## src/xtkd_pkg.sv

```systemverilog
// ----------------------------------------------------------------------------
// xtkd_pkg: shared types and constants for the xorshift table key derivation
// Secret word tables, pack length and the generator control struct.
// ----------------------------------------------------------------------------
package xtkd_pkg;

  // Key words per pack, capped at the largest pack the output can carry
  localparam int KEY_WORDS     = 8;
  localparam int MAX_WORDS     = 8;
  localparam int KEY_WORDS_EFF = (KEY_WORDS > MAX_WORDS) ? MAX_WORDS : KEY_WORDS;

  // Two draws per byte, four bytes per word
  localparam int DRAWS_PER_WORD = 8;
  localparam int DRAW_W         = 6;
  localparam int IDX_W          = 3;
  localparam logic [DRAW_W-1:0] LAST_DRAW = DRAW_W'(KEY_WORDS_EFF * DRAWS_PER_WORD - 1);
  localparam logic [IDX_W-1:0]  LAST_IDX  = IDX_W'(KEY_WORDS_EFF - 1);

  // Generator control from the sequencer
  typedef struct packed {
    logic load;
    logic step;
  } gen_ctrl_t;

  localparam logic [31:0] TABLE_A [64] = '{
    32'h476BC5E7, 32'h76DF4A26, 32'h2BD714E2, 32'h632623A5,
    32'hD36838ED, 32'h7583042F, 32'h32B3A6CE, 32'h301180A2,
    32'h63479874, 32'hB0EEF148, 32'h4144F37F, 32'h717EDD13,
    32'hA7C02D5F, 32'hDF535C64, 32'h1816AA04, 32'hC3E911A8,
    32'h07E6D14A, 32'hFAE665ED, 32'hE0A4AA9E, 32'hB271F407,
    32'hE57CCA4F, 32'hD2CBFF86, 32'h33AC5C1A, 32'h10867E0A,
    32'h42E43493, 32'h8CCBC746, 32'h1E82ECBC, 32'hFDE23A9C,
    32'h52A93E3D, 32'h617A7898, 32'h0753255C, 32'hDFF1DEC9,
    32'h310E0F37, 32'h1C4BA740, 32'h8E02AB06, 32'hDDBE8580,
    32'hC714785E, 32'h0B24EB7B, 32'hE6951F2F, 32'h728EBF81,
    32'hA10ABBBF, 32'h47F5244F, 32'hF96AD9DA, 32'h8B8472CD,
    32'hEE47B55B, 32'hA1E97980, 32'hF30B7FDA, 32'hFD230EE1,
    32'h7BF84A0E, 32'h705A2AFC, 32'h6685E6A1, 32'h98AAB220,
    32'h2B307047, 32'h551804EB, 32'h183A95BB, 32'h4531F3E8,
    32'hFDCB1756, 32'hF0387032, 32'h1F27AC7D, 32'h5AD014E2,
    32'h6508E3B3, 32'hF13D7C92, 32'hD7DA45D4, 32'hA01D9485
  };

  localparam logic [31:0] TABLE_B [64] = '{
    32'hDFD0A132, 32'h1537D7E5, 32'hC8B0F6D5, 32'h6C31FED3,
    32'hB7A1221A, 32'h9B9DC40C, 32'h44315579, 32'hF239E05A,
    32'h87E4D9AF, 32'h59EF5961, 32'hF5AF2DC9, 32'hD1521C02,
    32'h68405262, 32'h9864C589, 32'h98F5F8BE, 32'h0C90FE24,
    32'h9B3FC02A, 32'h31E4FD02, 32'hEC747B2D, 32'h5FC1C04E,
    32'h80D6B732, 32'h32BA6CB7, 32'h961A5683, 32'h33025098,
    32'hD5676789, 32'hAB622A5A, 32'hF651F93A, 32'h130D6D68,
    32'hEFFEDA48, 32'h24E2C2D3, 32'hEA89C5DD, 32'hF04AFA58,
    32'h767D3A19, 32'hBF67B888, 32'h54218F00, 32'h6F461AFF,
    32'h9A216E37, 32'h5861AAD0, 32'h3B44CEAE, 32'hCD6C9A42,
    32'h0610ECD2, 32'h2A894F76, 32'h23D72BE9, 32'h63FA2D93,
    32'h2ADC8A10, 32'hFB0E9F6A, 32'h3BE0CE91, 32'h80BB93A1,
    32'hDB8D8FF3, 32'h72E21DC7, 32'h93B0C670, 32'h2907C541,
    32'h3DBF1C6D, 32'h62D8924F, 32'h3205E36F, 32'h041C44D5,
    32'hDACB2490, 32'h01D905A9, 32'h6C8C579B, 32'hE3C54DC2,
    32'hF4583808, 32'h76459488, 32'h1E5F7C61, 32'h2876F360
  };

  // Byte lane of the selected secret word; lane 0 is the low byte
  function automatic logic [7:0] secret_byte(input logic       sel,
                                             input logic [5:0] idx,
                                             input logic [1:0] lane);
    logic [31:0] word;
    word = sel ? TABLE_B[idx] : TABLE_A[idx];
    unique case (lane)
      2'd0: secret_byte = word[7:0];
      2'd1: secret_byte = word[15:8];
      2'd2: secret_byte = word[23:16];
      2'd3: secret_byte = word[31:24];
      default: secret_byte = word[7:0];
    endcase
  endfunction

endpackage

```

## src/xorshift_table_key_derivation_core.sv

```systemverilog
// ----------------------------------------------------------------------------
// xorshift_table_key_derivation_core: key pack derivation from a 4-word seed
// Runs a xorshift128 generator and builds key bytes from secret table words.
// ----------------------------------------------------------------------------
//  channel | signals                                  | handshake
//  --------+------------------------------------------+--------------------------
//  seed    | seed_word0_i..seed_word3_i               | start high, busy low
//  key     | key_word_o, word_index_o, last_word_o    | key_valid_o, one cycle
//  config  | cfg_data_i (table_select)                | cfg_valid_i && cfg_ready_o
//
//  One generator draw per cycle. A word leaves in the cycle after its eighth
//  draw; busy drops with the last word and start may follow that cycle.
//  Reset is asynchronous, active low; no clearing pass.
//  The key channel cannot be stalled; results are strobed for one cycle.
// ----------------------------------------------------------------------------
module xorshift_table_key_derivation_core (
  input  logic                       clk_i,
  input  logic                       rst_ni,
  input  logic                       start,
  output logic                       busy,
  input  logic [31:0]                seed_word0_i,
  input  logic [31:0]                seed_word1_i,
  input  logic [31:0]                seed_word2_i,
  input  logic [31:0]                seed_word3_i,
  input  logic                       cfg_valid_i,
  output logic                       cfg_ready_o,
  input  logic                       cfg_data_i,
  output logic                       key_valid_o,
  output logic [31:0]                key_word_o,
  output logic [xtkd_pkg::IDX_W-1:0] word_index_o,
  output logic                       last_word_o
);
  import xtkd_pkg::*;

  typedef enum logic [1:0] {
    ST_IDLE = 2'b01,
    ST_RUN  = 2'b10
  } state_e;

  state_e            state_q, state_d;
  logic [DRAW_W-1:0] cnt_q, cnt_d;
  logic [5:0]        pick_q, pick_d;
  logic [23:0]       acc_q, acc_d;
  logic              tsel_q;
  logic              key_valid_q, key_valid_d;
  logic [31:0]       key_word_q;
  logic [IDX_W-1:0]  word_index_q;
  logic              last_word_q;
  logic              accept;
  logic              run;
  logic              word_done;
  logic [31:0]       draw;
  logic [7:0]        byte_val;
  gen_ctrl_t         gen_ctrl;

  assign accept = start && !busy;
  assign run    = (state_q == ST_RUN);
  assign busy   = run;

  // Table select register
  assign cfg_ready_o = 1'b1;
  always_ff @(posedge clk_i or negedge rst_ni) begin
    if (!rst_ni) begin
      tsel_q <= 1'b0;
    end else if (cfg_valid_i && cfg_ready_o) begin
      tsel_q <= cfg_data_i;
    end
  end

  // Shared generator
  assign gen_ctrl.load = accept;
  assign gen_ctrl.step = run;

  xtkd_gen u_gen (
    .clk_i   (clk_i),
    .rst_ni  (rst_ni),
    .ctrl_i  (gen_ctrl),
    .seed0_i (seed_word0_i),
    .seed1_i (seed_word1_i),
    .seed2_i (seed_word2_i),
    .seed3_i (seed_word3_i),
    .draw_o  (draw)
  );

  // Even draws pick a table word, odd draws pick its byte lane
  assign byte_val  = secret_byte(tsel_q, pick_q, draw[31:30]);
  assign word_done = run && (cnt_q[2:0] == 3'd7);

  // Sequencer
  always_comb begin
    state_d     = state_q;
    cnt_d       = cnt_q;
    pick_d      = pick_q;
    acc_d       = acc_q;
    key_valid_d = 1'b0;
    unique case (state_q)
      ST_IDLE: begin
        if (accept) begin
          state_d = ST_RUN;
          cnt_d   = '0;
        end
      end
      ST_RUN: begin
        cnt_d = cnt_q + DRAW_W'(1);
        if (!cnt_q[0]) begin
          pick_d = draw[31:26];
        end else begin
          acc_d = {acc_q[15:0], byte_val};
        end
        if (word_done) begin
          key_valid_d = 1'b1;
        end
        if (cnt_q == LAST_DRAW) begin
          state_d = ST_IDLE;
        end
      end
      default: state_d = ST_IDLE;
    endcase
  end

  always_ff @(posedge clk_i or negedge rst_ni) begin
    if (!rst_ni) begin
      state_q     <= ST_IDLE;
      cnt_q       <= '0;
      key_valid_q <= 1'b0;
    end else begin
      state_q     <= state_d;
      cnt_q       <= cnt_d;
      key_valid_q <= key_valid_d;
    end
  end

  // Datapath registers
  always_ff @(posedge clk_i) begin
    pick_q <= pick_d;
    acc_q  <= acc_d;
    if (word_done) begin
      key_word_q   <= {acc_q, byte_val};
      word_index_q <= cnt_q[DRAW_W-1:3];
      last_word_q  <= (cnt_q[DRAW_W-1:3] == LAST_IDX);
    end
  end

  assign key_valid_o  = key_valid_q;
  assign key_word_o   = key_word_q;
  assign word_index_o = word_index_q;
  assign last_word_o  = last_word_q;

endmodule

```

## src/xtkd_gen.sv

```systemverilog
// ----------------------------------------------------------------------------
// xtkd_gen: xorshift128 generator, one draw per step
// Holds the four-word state; load takes the seed, step advances one draw.
// ----------------------------------------------------------------------------
module xtkd_gen (
  input  logic               clk_i,
  input  logic               rst_ni,
  input  xtkd_pkg::gen_ctrl_t ctrl_i,
  input  logic [31:0]        seed0_i,
  input  logic [31:0]        seed1_i,
  input  logic [31:0]        seed2_i,
  input  logic [31:0]        seed3_i,
  output logic [31:0]        draw_o
);
  import xtkd_pkg::*;

  logic [31:0] s_q [4];
  logic [31:0] s_d [4];
  logic [31:0] t;

  // Next word: t ^ (t >> 8) ^ w ^ (w >> 19)
  assign t      = s_q[0] ^ (s_q[0] << 11);
  assign draw_o = t ^ (t >> 8) ^ s_q[3] ^ (s_q[3] >> 19);

  always_comb begin
    s_d = s_q;
    if (ctrl_i.load) begin
      s_d[0] = seed0_i;
      s_d[1] = seed1_i;
      s_d[2] = seed2_i;
      s_d[3] = seed3_i;
    end else if (ctrl_i.step) begin
      s_d[0] = s_q[1];
      s_d[1] = s_q[2];
      s_d[2] = s_q[3];
      s_d[3] = draw_o;
    end
  end

  always_ff @(posedge clk_i or negedge rst_ni) begin
    if (!rst_ni) begin
      s_q <= '{default: '0};
    end else begin
      s_q <= s_d;
    end
  end

endmodule

```

## config.mk

```make
export PLATFORM = sky130hd
export DESIGN_NAME = xorshift_table_key_derivation_core
export DESIGN_NICKNAME = d
export VERILOG_FILES = /design/src/xtkd_pkg.sv /design/src/xorshift_table_key_derivation_core.sv /design/src/xtkd_gen.sv
export SDC_FILE = /design/constraint.sdc
export NUM_CORES = 1
export LEC_CHECK = 0
export BUFFER_PORTS_ARGS = -buffer_cell sky130_fd_sc_hd__buf_2
export CORE_MARGIN = 2
export CORE_UTILIZATION = 25
export DETAILED_ROUTE_END_ITERATION = 10
export SLEW_MARGIN = 25
export SYNTH_ARGS = -nofsm -noshare
export SYNTH_HDL_FRONTEND = slang
export SYNTH_SLANG_ARGS = --single-unit
```

## constraint.sdc

```tcl
create_clock -name clk_i -period 4.45 [get_ports clk_i]
set_input_delay 0.89 -clock clk_i [delete_from_list [all_inputs] [get_ports clk_i]]
set_output_delay 0.89 -clock clk_i [all_outputs]
set_load 0.02 [all_outputs]
```

==> summary.json, run 1 <==
{
  "max_root_sink_buffers": {"value": 3},
  "worst_pin_slew": {"value": 1137, "unit": "ps"},
  "mappedNetlistNets": {"value": 1893},
  "hold_class": {"value": "flip-flop to flip-flop"},
  "starting_density": {"value": 0.2528},
  "numCtsBuffers": {"value": 22},
  "antenna_violating_nets_remaining": {"value": 0},
  "min_period": {"value": 4033, "unit": "ps"},
  "synthToLayoutAreaGrowth": {"value": 16.56, "unit": "%"},
  "critical_path_peak_fanout": {"value": 14},
  "finalSetupViolations": {"value": 0},
  "cts_hold_buffers": {"value": 0},
  "synth_top_cell_by_area": {"value": "dfrtp_1"},
  "clkLatencyLatePin": {"value": 550, "unit": "ps"},
  "fill_count": {"value": 6353},
  "detailed_place.area": {"value": 0.01662, "unit": "mm²"},
  "post_synthesis_cell_area": {"value": 0.01492, "unit": "mm²"},
  "synth_flop_cell": {"value": "dfrtp_1"},
  "timing.setup.tns": {"value": 0, "unit": "ps"},
  "drt_iter0_markers": {"value": 2395},
  "worst-endpoint-required": {"value": 4710, "unit": "ps"},
  "max_cap_viol_count": {"value": 0},
  "grt_pass1_vias": {"value": 15230},
  "grt_remaining_overflow": {"value": 0},
  "cts_setup_buffers": {"value": 0},
  "crit_path_end_kind": {"value": "flip-flop"},
  "worst_ir_drop_vdd": {"value": 0.3517, "unit": "mV"},
  "yosysWarningCount": {"value": 0},
  "synth_enable_flop_cells": {"value": 66},
  "chipHeight": {"value": 248.3, "unit": "µm"},
  "drt_first_pass_iters": {"value": 6},
  "powerDensity": {"value": 755.7, "unit": "mW/mm²"},
  "seq_area_frac_synth": {"value": 0.3644},
  "layout.nets": {"value": 1991},
  "grt_use_total": {"value": 0.2341},
  "worst_setup_path_start_kind": {"value": "flip-flop"},
  "global_route_wire_length_before_repair": {"value": 106300, "unit": "µm"},
  "synthDistinctLibCells": {"value": 87},
  "maximum_number_of_pins_on_one_net_before_global_route_repair": {"value": 102},
  "timing.setup.critical_path_class": {"value": "flip-flop to flip-flop"},
  "placeableCoreArea": {"value": 0.05902, "unit": "mm²"},
  "syn_area_per_cell": {"value": 8.564, "unit": "µm²"},
  "layout-drive-gt1-share": {"value": 0.1764},
  "synth_top_cell_area_share": {"value": 0.2298},
  "detail_route.drc_violations": {"value": 0},
  "clock_edge_transition_at_the_registers_on_the_reported_setup_and_hold_paths": {"value": 60, "unit": "ps"},
  "avgViaCountPerCell": {"value": 5.949},
  "htree_levels": {"value": 1},
  "cts_tree": {"value": "yes"},
  "placementRows": {"value": 89},
  "critPathArrivalTime": {"value": 4300, "unit": "ps"},
  "syn-instance-count": {"value": 1742},
  "synth_seq_cells": {"value": 204},
  "finalWirelength": {"value": 73920, "unit": "µm"},
  "cts.sink_count": {"value": 204},
  "design_area": {"value": 0.01739, "unit": "mm²"},
  "chipWidth": {"value": 248.3, "unit": "µm"},
  "drt-wirelength-per-cell": {"value": 28.08, "unit": "µm"},
  "post_cts.resized_instances": {"value": 0},
  "final_cell_mix": {"value": "nand2_1 (210), o21ai_0 (200), buf_2 (168)"},
  "unrepaired_setup_endpoints_after_global_routing": {"value": "false"},
  "grt_antenna_before_repair": {"value": 17},
  "floorplan.die_area": {"value": 0.06165, "unit": "mm²"},
  "leakagePower": {"value": 6.708, "unit": "nW"},
  "fin_crit_sh": {"value": 0.9063},
  "clock-root-buffer": {"value": "clkbuf_16"},
  "via_count": {"value": 15670},
  "outcome": {"value": "finished clean"},
  "final.setup_skew": {"value": 28.14, "unit": "ps"},
  "gp_routability_congestion": {"value": 1.037},
  "final-hold-violation-count": {"value": 0},
  "fmaxAchievable": {"value": 247.9, "unit": "MHz"},
  "slew_margin_rel": {"value": 0.2405},
  "synth-async-reset-ratio": {"value": 0.6765},
  "place.detailed.hpwl": {"value": 52630, "unit": "µm"},
  "pin_count": {"value": 172},
  "most_frequent_standard_cell_in_the_layout_excluding_fill_and_tap_cells": {"value": "nand2_1"},
  "synthTopCellsByArea": {"value": "dfrtp_1 (23%), edfxtp_1 (13%), mux2i_1 (8.1%)"},
  "maxSlewViolCount": {"value": 0},
  "port_buffers": {"value": 170}
}
[power by group]
| part | switching, W | internal [W] |
|---|---|---|
| Combinational | 0.00523 | 0.00266 |
| Clock | 0.000769 | 0.00114 |
| Sequential | 0.000630 | 0.00272 |
| Total | 0.00663 | 0.00652 |
[layout make-up]
type	instances	area, µm²	area share
Antenna cell	6	15.01	0.0008634
Inverter	12	51.30	0.002950
Clock inverter	7	133.9	0.007698
Tap cell	773	967.2	0.05562
Multi-Input combinational cell	1344	8586	0.4937
Clock buffer	31	614.3	0.03533
Timing Repair Buffer	256	1587	0.09123
Sequential cell	204	5436	0.3126
[routing by layer]
layer / wire [µm] / vias to the layer above / GRT usage
li1: - / 6656 / -
met1: 28290 / 7552 / 0.2924
met2: 31600 / 1124 / 0.3519
met4: 5057 / 24 / 0.1306
met3: 8818 / 309 / 0.08037
met5: 156 / - / 0
[registers in the layout, summed over array words and instances, names as in the netlist]
| name | flops |
|---|---|
| u_gen.s_q | 128 |
| key_word_o | 32 |
| state_q | 2 |
| last_word_o | 1 |
| word_index_o | 3 |
| tsel_q | 1 |
| acc_q | 24 |
| key_valid_o | 1 |
| pick_q | 6 |
| cnt_q | 6 |
[critical path, stage by stage, from the launching register on]
cell and delay [ps]:
edfxtp_1 490, inv_1 210, buf_4 220, ha_1 610, buf_4 240, nand2_1 100
a21oi_1 170, nor3_1 70, o21ai_0 770, o32ai_1 440, o31a_1 420
[synth_stat cells (all sizes together), types with 14 or more instances]
| cell type | n |
|---|---|
| nand2 | 213 |
| o21ai | 203 |
| dfrtp | 137 |
| mux2i | 120 |
| a21oi | 113 |
| nor2 | 104 |
| buf | 91 |
| clkbuf | 91 |
| xnor2 | 75 |
| edfxtp | 66 |
| nor3 | 49 |
| a211oi | 39 |
| a311oi | 38 |
| nand3 | 34 |
| a31oi | 33 |
| nand2b | 30 |
| o211ai | 22 |
| nor2b | 21 |
| o22ai | 20 |
| o311ai | 18 |
| ha | 17 |
| o31ai | 16 |
| and2 | 14 |
[stage by stage]
step / setup slack, ps / cells / power [W] / hold slack [ps] / utilization
final: 416.8 / 2633 / 0.01314 / 414.5 / 0.2947
after global routing: 387.7 / 2627 / 0.01370 / 422.4 / 0.2944
after CTS: 641.6 / 2627 / 0.01284 / 416.6 / 0.2943
after detailed placement: 655.4 / 2589 / 0.01088 / 406.2 / 0.2817
after global placement: 527.0 / 2589 / 0.01099 / 403.3 / 0.2816
after floorplan: 1075 / 1742 / 0.008011 / 400.3 / -
[cell families after synthesis]
| logic type | synth area share |
|---|---|
| mux | 0.09410 |
| flops | 0.3644 |
| simple gates | 0.1582 |
| other cells | 0.0002514 |
| fa+ha+maj | 0.01560 |
| buf+inv | 0.06055 |
| xor+xnor | 0.05158 |
| compound gates | 0.2554 |
[final timing paths]
path / from / cells after the start / endpoint / slack (ps)
max: pick_q[0]$_DFFE_PP_ / 10 / acc_q[6]$_DFFE_PP_ / 420
min: acc_q[20]$_DFFE_PP_ / 0 / key_word_o[28]$_DFFE_PP_ / 410
max reg2reg: pick_q[0]$_DFFE_PP_ / 10 / acc_q[6]$_DFFE_PP_ / 420
min reg2reg: acc_q[20]$_DFFE_PP_ / 0 / key_word_o[28]$_DFFE_PP_ / 410
max in group asynchronous: rst_ni / 2 / u_gen.s_q[60]$_DFFE_PN0P_ / 3180
min in group asynchronous: rst_ni / 1 / u_gen.s_q[45]$_DFFE_PN0P_ / 450
No activity file was read; power rests on OpenSTA's default activity.
==> inputs of run 2 (changes only) <==
--- a/config.mk
+++ b/config.mk
@@ -5,7 +5,7 @@
 export SDC_FILE = /design/constraint.sdc
 export NUM_CORES = 1
 export LEC_CHECK = 0
-export BUFFER_PORTS_ARGS = -buffer_cell sky130_fd_sc_hd__buf_2
+export BUFFER_PORTS_ARGS = -buffer_cell sky130_fd_sc_hd__buf_4
 export CORE_MARGIN = 2
 export CORE_UTILIZATION = 25
 export DETAILED_ROUTE_END_ITERATION = 10
==> run 2 against run 1 <==
Effect of this change:
- sequential share of layout area is 1.2 points lower
- die area stayed put
- clock power hardly changed
- total power is 1.1% higher
- non-clock buffer count is 35 higher
- combinational power is 2% higher
- final cell count is 1.3% higher
- count of clock-buffer cells in the layout is 2 higher
- critical endpoint is now key_word_o[7]$_DFFE_PP_
- global-route usage hardly changed
- wire length is 0.17% lower
==> summary.json, run 2 (synthesis gave the netlist of run 1 again) <==
{
  "timing.setup.critical_path_class": {"value": "flip-flop to flip-flop"},
  "critical_path.startpoint": {"value": "pick_q[0]$_DFFE_PP_"},
  "gp_routability_congestion": {"value": 1.099, "change": "+6.0%"},
  "layout.nets": {"value": 2027, "change": "+1.8%"},
  "placementRows": {"value": 89, "change": "unchanged"},
  "max_cap_viol_count": {"value": 0, "change": "unchanged"},
  "cts_setup_buffers": {"value": 0, "change": "unchanged"},
  "final.setup_skew": {"value": 17.52, "unit": "ps", "change": "-10.62 ps"},
  "multiInputGateArea": {"value": 0.008588, "unit": "mm²", "change": "about the same"},
  "unrepaired_setup_endpoints_after_global_routing": {"value": "false"},
  "clkLatencyLatePin": {"value": 540, "unit": "ps", "change": "about the same"},
  "powerDensity": {"value": 735.2, "unit": "mW/mm²", "change": "-2.7%"},
  "critPathArrivalTime": {"value": 4030, "unit": "ps", "change": "-270 ps"},
  "htree_levels": {"value": 1, "change": "unchanged"},
  "timing.setup.tns": {"value": 0, "unit": "ps", "change": "unchanged"},
  "holdWs": {"value": 342.7, "unit": "ps", "change": "-71.83 ps"},
  "worst-endpoint-required": {"value": 4770, "unit": "ps", "change": "+60 ps"},
  "port_buffers": {"value": 170, "change": "unchanged"},
  "maximum_number_of_pins_on_one_net_before_global_route_repair": {"value": 116, "change": "+14%"},
  "slew_margin_rel": {"value": 0.2817, "change": "+0.04125"},
  "synthToLayoutAreaGrowth": {"value": 21.18, "unit": "%"},
  "cts_tree": {"value": "yes"},
  "fmaxAchievable": {"value": 269.7, "unit": "MHz", "change": "+8.8%"},
  "regToRegStartpoint": {"value": "pick_q[0]$_DFFE_PP_"},
  "starting_density": {"value": 0.2528, "change": "unchanged"},
  "place.detailed.hpwl": {"value": 52720, "unit": "µm", "change": "+0.19%"},
  "most_frequent_standard_cell_in_the_layout_excluding_fill_and_tap_cells": {"value": "buf_4"},
  "detail_route.drc_violations": {"value": 0, "change": "unchanged"},
  "max_root_sink_buffers": {"value": 3, "change": "unchanged"},
  "r2r_slack": {"value": 740, "unit": "ps", "change": "+330 ps"},
  "cts_hold_buffers": {"value": 0, "change": "unchanged"},
  "finalSetupViolations": {"value": 0, "change": "unchanged"},
  "worst_setup_path_start_kind": {"value": "flip-flop"},
  "numCtsBuffers": {"value": 23, "change": "+4.5%"},
  "min_period": {"value": 3707, "unit": "ps", "change": "-326.0 ps"},
  "placeableCoreArea": {"value": 0.05902, "unit": "mm²", "change": "unchanged"},
  "maxSlewViolCount": {"value": 0, "change": "unchanged"},
  "r2r.worst_path.cells": {"value": 11, "change": "+1"},
  "worst_ir_drop_vdd": {"value": 0.3092, "unit": "mV", "change": "-12%"},
  "register_area": {"value": 0.005436, "unit": "mm²", "change": "unchanged"},
  "hold_class": {"value": "input pin to asynchronous set/reset pin"},
  "critical_path_peak_fanout": {"value": 11, "change": "-3"},
  "cts.sink_count": {"value": 204, "change": "unchanged"},
  "final-hold-violation-count": {"value": 0, "change": "unchanged"},
  "finalWirelength": {"value": 73790, "unit": "µm", "change": "-0.17%"},
  "antenna_violating_nets_remaining": {"value": 0, "change": "unchanged"},
  "worst_pin_slew": {"value": 1050, "unit": "ps", "change": "-86.69 ps"},
  "drt_iter0_markers": {"value": 2393, "change": "-0.084%"},
  "grt_use_total": {"value": 0.2343, "change": "about the same"},
  "via_count": {"value": 15570, "change": "-0.59%"},
  "fin_crit_sh": {"value": 0.8331, "change": "-0.07326"},
  "avgViaCountPerCell": {"value": 5.839, "change": "-1.9%"},
  "leakagePower": {"value": 7.017, "unit": "nW", "change": "+4.6%"},
  "chipWidth": {"value": 248.3, "unit": "µm", "change": "unchanged"},
  "drt_first_pass_iters": {"value": 8, "change": "+2"},
  "rr_endpoint": {"value": "key_word_o[7]$_DFFE_PP_"},
  "top_register": {"value": "u_gen.s_q"},
  "floorplan.die_area": {"value": 0.06165, "unit": "mm²", "change": "unchanged"},
  "clock_edge_transition_at_the_registers_on_the_reported_setup_and_hold_paths": {"value": 60, "unit": "ps", "change": "about the same"},
  "crit_path_end_kind": {"value": "flip-flop"},
  "global_route_wire_length_before_repair": {"value": 106200, "unit": "µm", "change": "-0.12%"},
  "clock-root-buffer": {"value": "clkbuf_16"},
  "largest_register_ffs": {"value": 128, "change": "unchanged"},
  "outcome": {"value": "finished clean"},
  "fill_count": {"value": 6226, "change": "-2.0%"},
  "setup.worst_path.end": {"value": "key_word_o[7]$_DFFE_PP_"},
  "layout-drive-gt1-share": {"value": 0.1934, "change": "+0.01707"},
  "chipHeight": {"value": 248.3, "unit": "µm", "change": "unchanged"},
  "grt_pass1_vias": {"value": 15150, "change": "-0.53%"},
  "pin_count": {"value": 172, "change": "unchanged"},
  "grt_remaining_overflow": {"value": 0, "change": "unchanged"},
  "drt-wirelength-per-cell": {"value": 27.67, "unit": "µm", "change": "-1.4%"},
  "final_cell_mix": {"value": "buf_4 (282), nand2_1 (210), o21ai_0 (200)"},
  "grt_antenna_before_repair": {"value": 4, "change": "-13"},
  "post_cts.resized_instances": {"value": 0, "change": "unchanged"}
}
## run 2: how the worst min path moves through the flow
stage | depth (start not counted) | to | from
after global routing | 1 | u_gen.s_q[67]$_DFFE_PN0P_ | rst_ni
after CTS | 0 | key_word_o[25]$_DFFE_PP_ | acc_q[17]$_DFFE_PP_
after detailed placement | 0 | key_word_o[25]$_DFFE_PP_ | acc_q[17]$_DFFE_PP_
final | 1 | u_gen.s_q[45]$_DFFE_PN0P_ | rst_ni
after floorplan | 0 | key_word_o[24]$_DFFE_PP_ | acc_q[16]$_DFFE_PP_
after global placement | 0 | key_word_o[29]$_DFFE_PP_ | acc_q[21]$_DFFE_PP_
## run 2: power breakdown
part	internal [W]	total (W)	switching, W
clock network	0.00108	0.00189	0.000809
logic	0.00286	0.00806	0.00520
registers	0.00272	0.00335	0.000630
## run 2: layer usage
layer	vias up	global-route usage	part of all wire
met5	-	0	0.00035
met2	1088	0.3557	0.43
met4	4	0.1234	0.065
met1	7501	0.3031	0.39
met3	274	0.06346	0.11
li1	6706	-	-
## run 2: cell type report
cell class / count / share of cell area
tap: 773 / 0.05349
multi-input combinational: 1344 / 0.4750
clock buffer: 33 / 0.03557
timing repair buffer: 291 / 0.1266
clock inverter: 8 / 0.005536
antenna: 2 / 0.0002768
inverter: 12 / 0.002768
sequential: 204 / 0.3007
## run 2: stage by stage
step | util | setup WS (ps) | total power (W) | cell area [µm²] | cells
5_1_grt | 0.3063 | 683.6 | 0.01387 | 18070 | 2665
6_report | 0.3063 | 742.8 | 0.01329 | 18080 | 2667
2_1_floorplan | - | 1075 | 0.008011 | 14920 | 1742
3_3_place_gp | 0.2931 | 844.7 | 0.01110 | 17300 | 2623
4_1_cts | 0.3057 | 908.7 | 0.01294 | 18040 | 2664
3_5_place_dp | 0.2931 | 932.3 | 0.01100 | 17300 | 2623
## run 2: worst max-delay path: stages, from the launching register on
cell       delay (ps)
edfxtp_1          430
inv_1             130
buf_4             200
ha_1              270
buf_4             190
and2_1            320
nor2_1            280
a21oi_1           130
a2111oi_0         920
a311o_1           210
o211ai_1           80
a22oi_1           310
